$ cat src/rtl/core/rcpf_pkg.sv
// ----------------------------------------------------------------------------
// rcpf_pkg
// Shared constants for the RC pulse to packet framer: field widths, pulse
// range limits, frame marker bytes, reset values and the scaling constant.
// ----------------------------------------------------------------------------
`default_nettype none

package rcpf_pkg;

  localparam int unsigned PULSE_W  = 15;
  localparam int unsigned BYTE_W   = 8;
  localparam int unsigned CHAN_N   = 5;
  localparam int unsigned PKT_LEN  = 8;
  localparam int unsigned IDX_W    = $clog2(PKT_LEN);
  localparam int unsigned OFFS_W   = 10;

  localparam logic [PULSE_W-1:0] WIDTH_LOW  = 15'd1000;
  localparam logic [PULSE_W-1:0] WIDTH_HIGH = 15'd2000;

  localparam logic [BYTE_W-1:0] BYTE_START   = 8'hAA;
  localparam logic [BYTE_W-1:0] BYTE_END     = 8'h55;
  localparam logic [BYTE_W-1:0] BYTE_FULL    = 8'd255;
  localparam logic [BYTE_W-1:0] RESET_CENTER = 8'd127;
  localparam logic [BYTE_W-1:0] RESET_KILL   = 8'd210;

  // (w - 1000) * 255 / 1000 == ((w - 1000) * SCALE_MUL) >> SCALE_SHIFT
  // exactly for every offset from 0 to 1000.
  localparam int unsigned        SCALE_SHIFT = 18;
  localparam int unsigned        MUL_W       = 17;
  localparam int unsigned        PROD_W      = OFFS_W + MUL_W;
  localparam logic [MUL_W-1:0]   SCALE_MUL   = 17'd66847;

endpackage

`default_nettype wire

$ cat src/rtl/core/rcpf_pwm_map.sv
// ----------------------------------------------------------------------------
// rcpf_pwm_map
// Map one pulse width in microseconds to a channel byte: clamp below 1000
// and above 2000, scale the span 1000..2000 to 0..255 with truncation.
// ----------------------------------------------------------------------------
`default_nettype none

module rcpf_pwm_map
  import rcpf_pkg::*;
(
  input  wire logic [PULSE_W-1:0] pulse,
  output logic      [BYTE_W-1:0]  chan_byte
);

  logic [PULSE_W-1:0] diff;
  logic [OFFS_W-1:0]  offs;
  logic [PROD_W-1:0]  prod;

  assign diff = pulse - WIDTH_LOW;
  assign offs = diff[OFFS_W-1:0];
  assign prod = PROD_W'(offs) * PROD_W'(SCALE_MUL);

  always_comb begin
    if (pulse < WIDTH_LOW) begin
      chan_byte = '0;
    end else if (pulse > WIDTH_HIGH) begin
      chan_byte = BYTE_FULL;
    end else begin
      chan_byte = prod[SCALE_SHIFT +: BYTE_W];
    end
  end

endmodule

`default_nettype wire

$ cat src/rtl/core/rc_pulse_to_packet_framer_top.sv
// ----------------------------------------------------------------------------
// rc_pulse_to_packet_framer_top
// Flow: an accepted beat is registered in the held-channel register, then
//   loaded into the output shift register, which presents the packet bytes.
// The output serializer sends one byte per cycle while out_tready is high;
//   one more beat waits in the held-channel register meanwhile.
// Reset: rst_n synchronous, active low; channels reset to 127 (kill 210).
// ----------------------------------------------------------------------------
`default_nettype none

module rc_pulse_to_packet_framer_top
  import rcpf_pkg::*;
(
  input  wire logic        clk,
  input  wire logic        rst_n,

  input  wire logic        in_tvalid,
  output logic             in_tready,
  // in_tdata, low bit up: pulse_throttle[14:0], pulse_pitch[29:15],
  // pulse_yaw[44:30], pulse_roll[59:45], pulse_kill[74:60], zero pad [79:75]
  input  wire logic [79:0] in_tdata,

  output logic             out_tvalid,
  input  wire logic        out_tready,
  // out_tdata, low bit up: packet_byte[7:0]
  output logic      [7:0]  out_tdata,
  output logic             out_tlast
);

  // Unpack the five pulse widths.
  logic [PULSE_W-1:0] pulse   [CHAN_N];
  logic [BYTE_W-1:0]  mapped  [CHAN_N];

  for (genvar c = 0; c < CHAN_N; c++) begin : g_chan
    assign pulse[c] = in_tdata[c*PULSE_W +: PULSE_W];

    rcpf_pwm_map u_map (
      .pulse     (pulse[c]),
      .chan_byte (mapped[c])
    );
  end

  // Held channel bytes double as the pending-packet register: after an
  // accept they hold exactly the bytes of the packet still to be framed.
  logic [BYTE_W-1:0] held_r   [CHAN_N];
  logic [BYTE_W-1:0] held_nxt [CHAN_N];
  logic              pend_valid_r, pend_valid_nxt;

  // Output serializer: packet shift register and byte index.
  logic [BYTE_W-1:0] shreg_r   [PKT_LEN];
  logic [BYTE_W-1:0] shreg_nxt [PKT_LEN];
  logic [IDX_W-1:0]  idx_r, idx_nxt;
  logic              out_valid_r, out_valid_nxt;

  logic in_fire, out_fire, last_beat, ser_free, load;
  logic [BYTE_W-1:0] csum;

  assign in_fire   = in_tvalid & in_tready;
  assign out_fire  = out_valid_r & out_tready;
  assign last_beat = (idx_r == IDX_W'(PKT_LEN-1));

  // Serializer takes a new packet when empty or when finishing its last byte.
  assign ser_free  = !out_valid_r || (out_fire && last_beat);
  assign load      = pend_valid_r && ser_free;

  // Accept while the pending slot is empty or being drained this cycle.
  assign in_tready = !pend_valid_r || load;

  assign csum = held_r[0] ^ held_r[1] ^ held_r[2] ^ held_r[3] ^ held_r[4];

  always_comb begin
    // Throttle always takes the new byte (missing pulse maps to 0);
    // the other channels keep their value when no pulse was seen.
    held_nxt = held_r;
    if (in_fire) begin
      held_nxt[0] = mapped[0];
      for (int c = 1; c < CHAN_N; c++) begin
        if (pulse[c] != '0) begin
          held_nxt[c] = mapped[c];
        end
      end
    end

    pend_valid_nxt = pend_valid_r;
    if (in_fire) begin
      pend_valid_nxt = 1'b1;
    end else if (load) begin
      pend_valid_nxt = 1'b0;
    end

    shreg_nxt     = shreg_r;
    idx_nxt       = idx_r;
    out_valid_nxt = out_valid_r;
    if (load) begin
      // Frame: start, five channels, XOR check, end.
      shreg_nxt[0]  = BYTE_START;
      for (int c = 0; c < CHAN_N; c++) begin
        shreg_nxt[c+1] = held_r[c];
      end
      shreg_nxt[PKT_LEN-2] = csum;
      shreg_nxt[PKT_LEN-1] = BYTE_END;
      idx_nxt       = '0;
      out_valid_nxt = 1'b1;
    end else if (out_fire) begin
      // Advance one byte.
      for (int i = 0; i < PKT_LEN-1; i++) begin
        shreg_nxt[i] = shreg_r[i+1];
      end
      shreg_nxt[PKT_LEN-1] = '0;
      idx_nxt = idx_r + 1'b1;
      if (last_beat) begin
        out_valid_nxt = 1'b0;
      end
    end
  end

  always_ff @(posedge clk) begin
    if (!rst_n) begin
      held_r[0]    <= RESET_CENTER;
      held_r[1]    <= RESET_CENTER;
      held_r[2]    <= RESET_CENTER;
      held_r[3]    <= RESET_CENTER;
      held_r[4]    <= RESET_KILL;
      pend_valid_r <= 1'b0;
      idx_r        <= '0;
      out_valid_r  <= 1'b0;
    end else begin
      held_r       <= held_nxt;
      pend_valid_r <= pend_valid_nxt;
      idx_r        <= idx_nxt;
      out_valid_r  <= out_valid_nxt;
    end
  end

  // Packet bytes are payload: no reset.
  always_ff @(posedge clk) begin
    shreg_r <= shreg_nxt;
  end

  assign out_tvalid = out_valid_r;
  assign out_tdata  = shreg_r[0];
  assign out_tlast  = last_beat;

`ifndef SYNTH
  // A fresh packet always opens with the start marker.
  a_start_after_load: assert property (@(posedge clk) disable iff (!rst_n)
    load |=> (out_tvalid && out_tdata == BYTE_START && idx_r == '0))
    else $error("packet did not open with start marker");

  // The last beat of a packet carries the end marker.
  a_end_marker: assert property (@(posedge clk) disable iff (!rst_n)
    (out_tvalid && out_tlast) |-> (out_tdata == BYTE_END))
    else $error("last beat is not the end marker");

  // Input stalls only while a packet is pending behind a busy serializer.
  a_stall_reason: assert property (@(posedge clk) disable iff (!rst_n)
    !in_tready |-> (pend_valid_r && out_valid_r))
    else $error("input stalled with free serializer");

  // An accepted beat is pending on the next cycle.
  a_accept_pending: assert property (@(posedge clk) disable iff (!rst_n)
    in_fire |=> pend_valid_r)
    else $error("accepted beat was lost");
`endif

endmodule

`default_nettype wire
$ cat config.mk
export PLATFORM = sky130hd
export DESIGN_NAME = rc_pulse_to_packet_framer_top
export DESIGN_NICKNAME = d
export VERILOG_FILES = /design/src/rtl/core/rcpf_pkg.sv /design/src/rtl/core/rcpf_pwm_map.sv /design/src/rtl/core/rc_pulse_to_packet_framer_top.sv
export SDC_FILE = /design/constraint.sdc
export NUM_CORES = 1
export LEC_CHECK = 0
export BUFFER_PORTS_ARGS = -buffer_cell sky130_fd_sc_hd__buf_2
export CAP_MARGIN = 20
export CORE_MARGIN = 4
export CORE_UTILIZATION = 45
export DETAILED_ROUTE_END_ITERATION = 8
export PLACE_DENSITY = 0.61
export SLEW_MARGIN = 25
export SYNTH_ARGS = -nofsm -noshare
export SYNTH_HDL_FRONTEND = slang
export SYNTH_SLANG_ARGS = --single-unit
$ cat constraint.sdc
create_clock -name clk -period 9.1 [get_ports clk]
set_clock_uncertainty 0.05 [all_clocks]
set_input_delay 0.91 -clock clk [delete_from_list [all_inputs] [get_ports clk]]
set_output_delay 0.91 -clock clk [all_outputs]
set_load 0.02 [all_outputs]
# Word level (Yosys, flattened, before mapping)
# Cells that the tools add are included.
word_totals:
  wordCells: 81
  regBits: 105
  input_bits: 84
  out_inout_bits: 11
op_classes:
  addsub: 6
  eq_ne: 1
  bitwise: 7
  n_mux: 17
  n_lt_le_gt_ge: 10
  multipliers: 5
  reduce_logical: 19
op_table:
  columns: ["operator", "count"]
  rows:
  - ["$mul 10x17->26 const B", 5]
  - ["$mux 56", 2]
  - ["$mux 8", 10]
  - ["$gt 15x11->1 const B", 5]
  - ["$lt 15x10->1 const B", 5]
  - ["$reduce_bool 15->1", 4]
  - ["$sub 10x10->10 const B", 5]
  - ["$xor 8x8->8", 4]
  - ["$reduce_and 2->1", 5]
  - ["$reduce_bool 2->1", 3]
  - ["$mux 1", 5]
  - ["$add 3x1->3 const B", 1]
  - ["$eq 3x3->1 const B", 1]
  - ["$and 1x1->1", 2]
  - ["$logic_and 1x1->1", 2]
  - ["$logic_not 1->1", 2]
  - ["$logic_or 1x1->1", 2]
  - ["$reduce_or 2->1", 1]
  - ["$not 1->1", 1]

# Longest topological paths before layout
depth:
  depth_word: 7
  mapped_depth: 27
  ltp_nobuf: 27

# Cells and area by module
# Synthesis repeated with hierarchy kept, for this count alone.
unflattened:
  hier_cells: 1875
  area_unflattened_um2: 17216.5
modules_own_cells:
  columns: ["mod", "area_each_um2", "cells_each", "n_inst", "seq_area_each_um2"]
  rows:
  - ["rc_pulse_to_packet_framer_top", 4938.5, 479, 1, 2522.4]
  - ["rcpf_pwm_map at g_chan[0].u_map", 2581.2, 302, 1, 0.0]
  - ["rcpf_pwm_map at g_chan[1].u_map", 2527.4, 296, 1, 0.0]
  - ["rcpf_pwm_map at g_chan[3].u_map", 2499.9, 284, 1, 0.0]
  - ["rcpf_pwm_map at g_chan[2].u_map", 2337.2, 257, 1, 0.0]
  - ["rcpf_pwm_map at g_chan[4].u_map", 2332.2, 257, 1, 0.0]

# Worst setup path after synthesis
# OpenSTA, ideal clock, no wires.
synth_path:
  kind: "input -> register"
  start: "in in_tdata[33]"
  end: "reg held_r[16] (netlist bit)"
  n_path_buf: 0
  stages: 25
  arrival_time_ns: 6.438
  slack_ns: 2.490
  required_ns: 8.928
  setup_ns: 0.122
  path_cell_list: "inv_1 -> ha_1 -> nor2_1 -> nand3_1 -> xor2_1 -> inv_1 -> ha_1 -> inv_1 -> ha_1 -> nor2b_1 -> nor2_1 -> xnor2_1 -> fa_1 -> fa_1 -> inv_1 -> fa_1 -> ha_1 -> nand4_1 -> a21oi_1 -> or3_1 -> or3b_1 -> a31oi_1 -> o21bai_2 -> xor2_1 -> a221o_1"
synth_via:
  elab_chain_cells: 4
  elab_cells_between_ends: 8
  cone_classes: "add/sub: 1; mul: 1; order compare: 2; mux: 2; reduce/logical: 2"
synth_lines:
  columns: ["element", "line", "source"]
  rows:
  - ["from (decl)", "rc_pulse_to_packet_framer_top.sv:21", "input wire logic [79:0] in_tdata,"]
  - ["$sub 10x10->10", "rcpf_pwm_map.sv:19", "assign diff = pulse - WIDTH_LOW;"]
  - ["$mul 10x17->26", "rcpf_pwm_map.sv:21", "assign prod = PROD_W'(offs) * PROD_W'(SCALE_MUL);"]
  - ["$mux 8", "rcpf_pwm_map.sv:26", "end else if (pulse > WIDTH_HIGH) begin"]
  - ["$mux 8", "rcpf_pwm_map.sv:24", "if (pulse < WIDTH_LOW) begin"]
  - ["to (signal assigned)", "rc_pulse_to_packet_framer_top.sv:128", "held_r <= held_nxt;"]
  - ["to (decl)", "rc_pulse_to_packet_framer_top.sv:45", "logic [BYTE_W-1:0] held_r [CHAN_N];"]
# Parallel ways exist; a longest one is shown, timed or not.
# A chain may end at the register's enable or synchronous reset.

# Final worst setup path
layout_path:
  start: "in in_tdata[18]"
  end: "reg held_r[30] (netlist bit)"
# The elaborated chain is that of the path after synthesis.

==> summary.md <==
| Metric | Value |
|---|---|
| Post-synthesis compound-gate area fraction | `between 10% and 20%` |
| Max-Cap Viols | `0` |
| Post-synthesis share of cell area spent on xor and xnor gates | `7.18%` |
| Number of hold-repair buffers added at the cts stage | `0` |
| Post-cts sizing count | `0` |
| Port Buffers | `89` |
| Number of global-route vias before repair | `11,700` |
| Final worst-path cycle share | `roughly four fifths` |
| Hold crit path type | `register to register` |
| Average instance area after synthesis | `9.12 sq um` |
| Clock net sink count | `102` |
| Total number of placement rows | `67` |
| Area growth, synth to finish | `7.66%` |
| Detailed-route wire length per cell | `roughly 14 um` |
| Proportion of layout cells with a drive suffix above 1 | `just over 8%` |
| Setup repair after global routing missed its margin | `no` |
| Post-CTS Setup Repair Bufs | `0` |
| Share of the synthesized area in the top cell type | `31.1%` |
| Adder-cell area share of the yosys netlist | `about 46%` |
| Global router's overall resource usage | `roughly 17%` |
| Fin. max-slew vios | `0` |
| Minimum clock period after layout | `7.25 ns` |
| DR pass1 iterations | `5` |
| Most common cell after layout, fill and taps aside | `sky130_fd_sc_hd__ha_1` |
| Gate Count Post-Synth | `between 1,500 and 2,000` |
| Number of failing setup endpoints in the final timing report | `0` |
| Remaining design rule violation count | `0` |
| CP peak stage delay | `about 0.55 ns` |
| Unique masters post-synth | `71` |
| Yosys warns | `0` |
| Origin of the worst setup path | `in_tdata[18]` |
| Share of synthesized cell area in and, or, nand and nor gates | `roughly 12%` |
| Fin nets | `2,361` |
| Latest clock arrival within the worst-skew pair | `between 0.3 and 0.4 ns` |
| Mean number of vias per cell | `5.23` |
| Total grt overflow | `0` |
| Final HPWL DP | `approximately 27,000 um` |
| Core region area | `about 0.034 sq mm` |
| Power per standard cell area | `239 mW/mm^2` |
| Library cell with the largest summed area after synthesis | `sky130_fd_sc_hd__ha_1` |
| Critical path type | `input pin to register` |
| Ys async rst share | `0%` |
| CTS root buffer | `sky130_fd_sc_hd__clkbuf_16` |
| Maximum number of pins on one net before global-route repair | `56` |
| Aggregate negative setup slack | `0 ns` |
| Num CTS Buffers | `9` |
| Clock tree from TritonCTS | `yes` |
| Standard cell with the maximum stage delay on the critical path | `sky130_fd_sc_hd__fa_1` |
| Number of DRC markers in iteration 0 | `approximately 530` |
| Signal arrival time at the worst endpoint | `7.46 ns` |
| Overall die height | `194 um` |
| Cell Area, Synth | `between 0.015 and 0.02 sq mm` |
| Horizontal die dimension | `194 um` |
| Post-synth EDFFs | `48` |
| Global placer's final weighted congestion | `~0.84` |
| Initial cell density of the core | `around 46%` |
| Number of antenna violations at the first check in global routing | `0` |
| Peak Freq | `between 0.1 and 0.15 GHz` |
| Crit path setup slack, layout | `approximately 1.8 ns` |
| Crit start category | `input pin` |
| Most common flop cell mapped by yosys | `sky130_fd_sc_hd__dfxtp_1` |
| Total via count after detailed routing | `approximately 12,000` |
| Synthesized net count | `2,290` |
| Startpoint of the most critical register-to-register path | `idx_r[0]` |
| Antenna diode instance count | `0` |
| Flip-flop and latch count after synthesis | `102` |
| Die Area | `roughly 0.038 sq mm` |
| Sequential area share after synthesis | `around 16%` |
| Filler cell count in the final layout | `3,244` |
| Dominant combinational cell family by area after synthesis | `adder cells` |
| DP Worst Slack | `1.49 ns` |
| Most frequent cells in the layout | `387 x sky130_fd_sc_hd__ha_1, 264 x sky130_fd_sc_hd__inv_1, 165 x sky130_fd_sc_hd__nand2_1, 110 x sky130_fd_sc_hd__fa_1, 93 x sky130_fd_sc_hd__a21oi_1` |
| CP delay by family, top | `adder cells` |
| Total leakage power | `slightly below 9 nW` |
| Total length of routed wires | `roughly 32,000 um` |
| Total I/O pin count | `95` |
| Largest fanout on the critical path | `6` |
| Number of H-tree branching levels | `3` |
| Critical Path RT | `~9.3 ns` |
| Start point of the worst hold path | `out_tdata[4]` |
| Global-route wire length before repair | `~56,000 um` |
| Sort of element at the end of the critical path | `register` |
| Peak supply drop | `0.113 mV` |
| Clock transition at the registers of the reported paths | `approximately 0.06 ns` |
| CP bufs+invs | `5` |
| Status | `finished clean` |
| Dominant cells by area after synthesis | `sky130_fd_sc_hd__ha_1 31%, sky130_fd_sc_hd__fa_1 14%, sky130_fd_sc_hd__edfxtp_1 9.2%, sky130_fd_sc_hd__dfxtp_1 6.9%, sky130_fd_sc_hd__inv_1 6.4%` |
| Mux cell area share after synthesis | `less than 1%` |
| Clock tree buffer depth | `2` |
| Slew margin rel. | `about two fifths` |
| Number of hold violations in the final report | `0` |
| Remaining number of nets flagged by the antenna check after routing | `0` |
| Worst-Margin Slew | `approximately 0.9 ns` |
-- state kept, by name, summed over array words and instances (netlist names) --
register / flops
pend_valid_r: 1
idx_r: 3
out_tvalid: 1
held_r: 40
out_tdata: 8
shreg_r: 49
-- per-stage QoR --
step / util [%] / power [mW] / instances / cell area (sq um) / hold slack (ns)
floorplan: - / 2.96 / 1709 / 15600 / 0.373
global placement: 48.7 / 3.56 / 2217 / 16500 / 0.382
detailed placement: 48.7 / 3.66 / 2217 / 16500 / 0.390
CTS: 49.5 / 4.08 / 2232 / 16800 / 0.405
global route: 49.5 / 4.61 / 2232 / 16800 / 0.431
finish: 49.5 / 4.01 / 2232 / 16800 / 0.405
-- worst reg2reg max path, stage by stage, from the launching register on --
cell,delay (ns)
sky130_fd_sc_hd__dfxtp_1,0.32
sky130_fd_sc_hd__ha_1,0.21
sky130_fd_sc_hd__ha_1,0.19
sky130_fd_sc_hd__a21boi_1,0.35
sky130_fd_sc_hd__nand2_1,0.15
sky130_fd_sc_hd__nand2_1,0.58
sky130_fd_sc_hd__nor2_1,0.27
sky130_fd_sc_hd__inv_1,0.24
sky130_fd_sc_hd__o21ai_1,0.23
sky130_fd_sc_hd__a221oi_1,0.28
sky130_fd_sc_hd__o21ai_1,0.10
-- synthesized netlist by cell type, drive strengths merged (2+ instances only) --
cell,instances
o21bai,6
maj3,7
a221o,8
ha,387
a311oi,2
buf,9
clkbuf,22
and3,2
xnor2,88
a31oi,4
a21boi,3
or4,8
o31a,2
and4,2
nor2b,12
nor3b,3
and2,9
nand2b,7
nand3,70
nand4,10
nor2,72
a21o,30
o21a,4
mux2i,2
a211oi,19
nor3,24
nor4,5
o21ai,68
nand2,165
edfxtp,48
o22ai,2
a21oi,95
xor2,32
o2111ai,6
o31ai,7
a211o,3
o211ai,5
dfxtp,54
fa,110
a221oi,2
inv,265
or2,14
a41o,2
or3,4
-- per-layer routing --
metal  vias up  global-route usage (%)  wire [um]
met3        28                    2.09        920
met2       151                    29.2      15000
met5         -                       0          0
li1       5988                       -          -
met1      5513                    24.5      15800
met4         0                    2.53        316
-- cell type report --
type	count	area [sq um]	share of cell area (%)
multi-input combinational	1311	12000	71.2
sequential	102	2520	15.0
timing repair buffer	91	460	2.74
clock inverter	4	47.5	0.283
clock buffer	11	243	1.45
inverter	265	995	5.93
tap	448	561	3.34
-- power by group --
part / leakage (nW) / switching, mW / internal, mW
logic: 7.62 / 1.69 / 1.38
clock network: 0.141 / 0.163 / 0.218
registers: 0.915 / 0.0284 / 0.527
-- path summary, 6_finish.rpt --
check / endpoint / slack, ns / depth (start not counted)
worst max register to register: held_r[18] / 6.01 / 10
worst max-delay path: held_r[30] / 1.85 / 27
worst min-delay path: out_tdata[4] / 0.41 / 2
worst min register to register: out_tdata[4] / 0.41 / 2
-- cell families (layout without fill, tap and decap cells) --
family	count (synthesis)	count (layout)
xor+xnor	120	120
mux	2	2
fa+ha+maj	504	504
flops	102	102
compound gates	276	276
buf+inv	296	371
simple gates	409	409
Power figures use the tool's default switching activity.
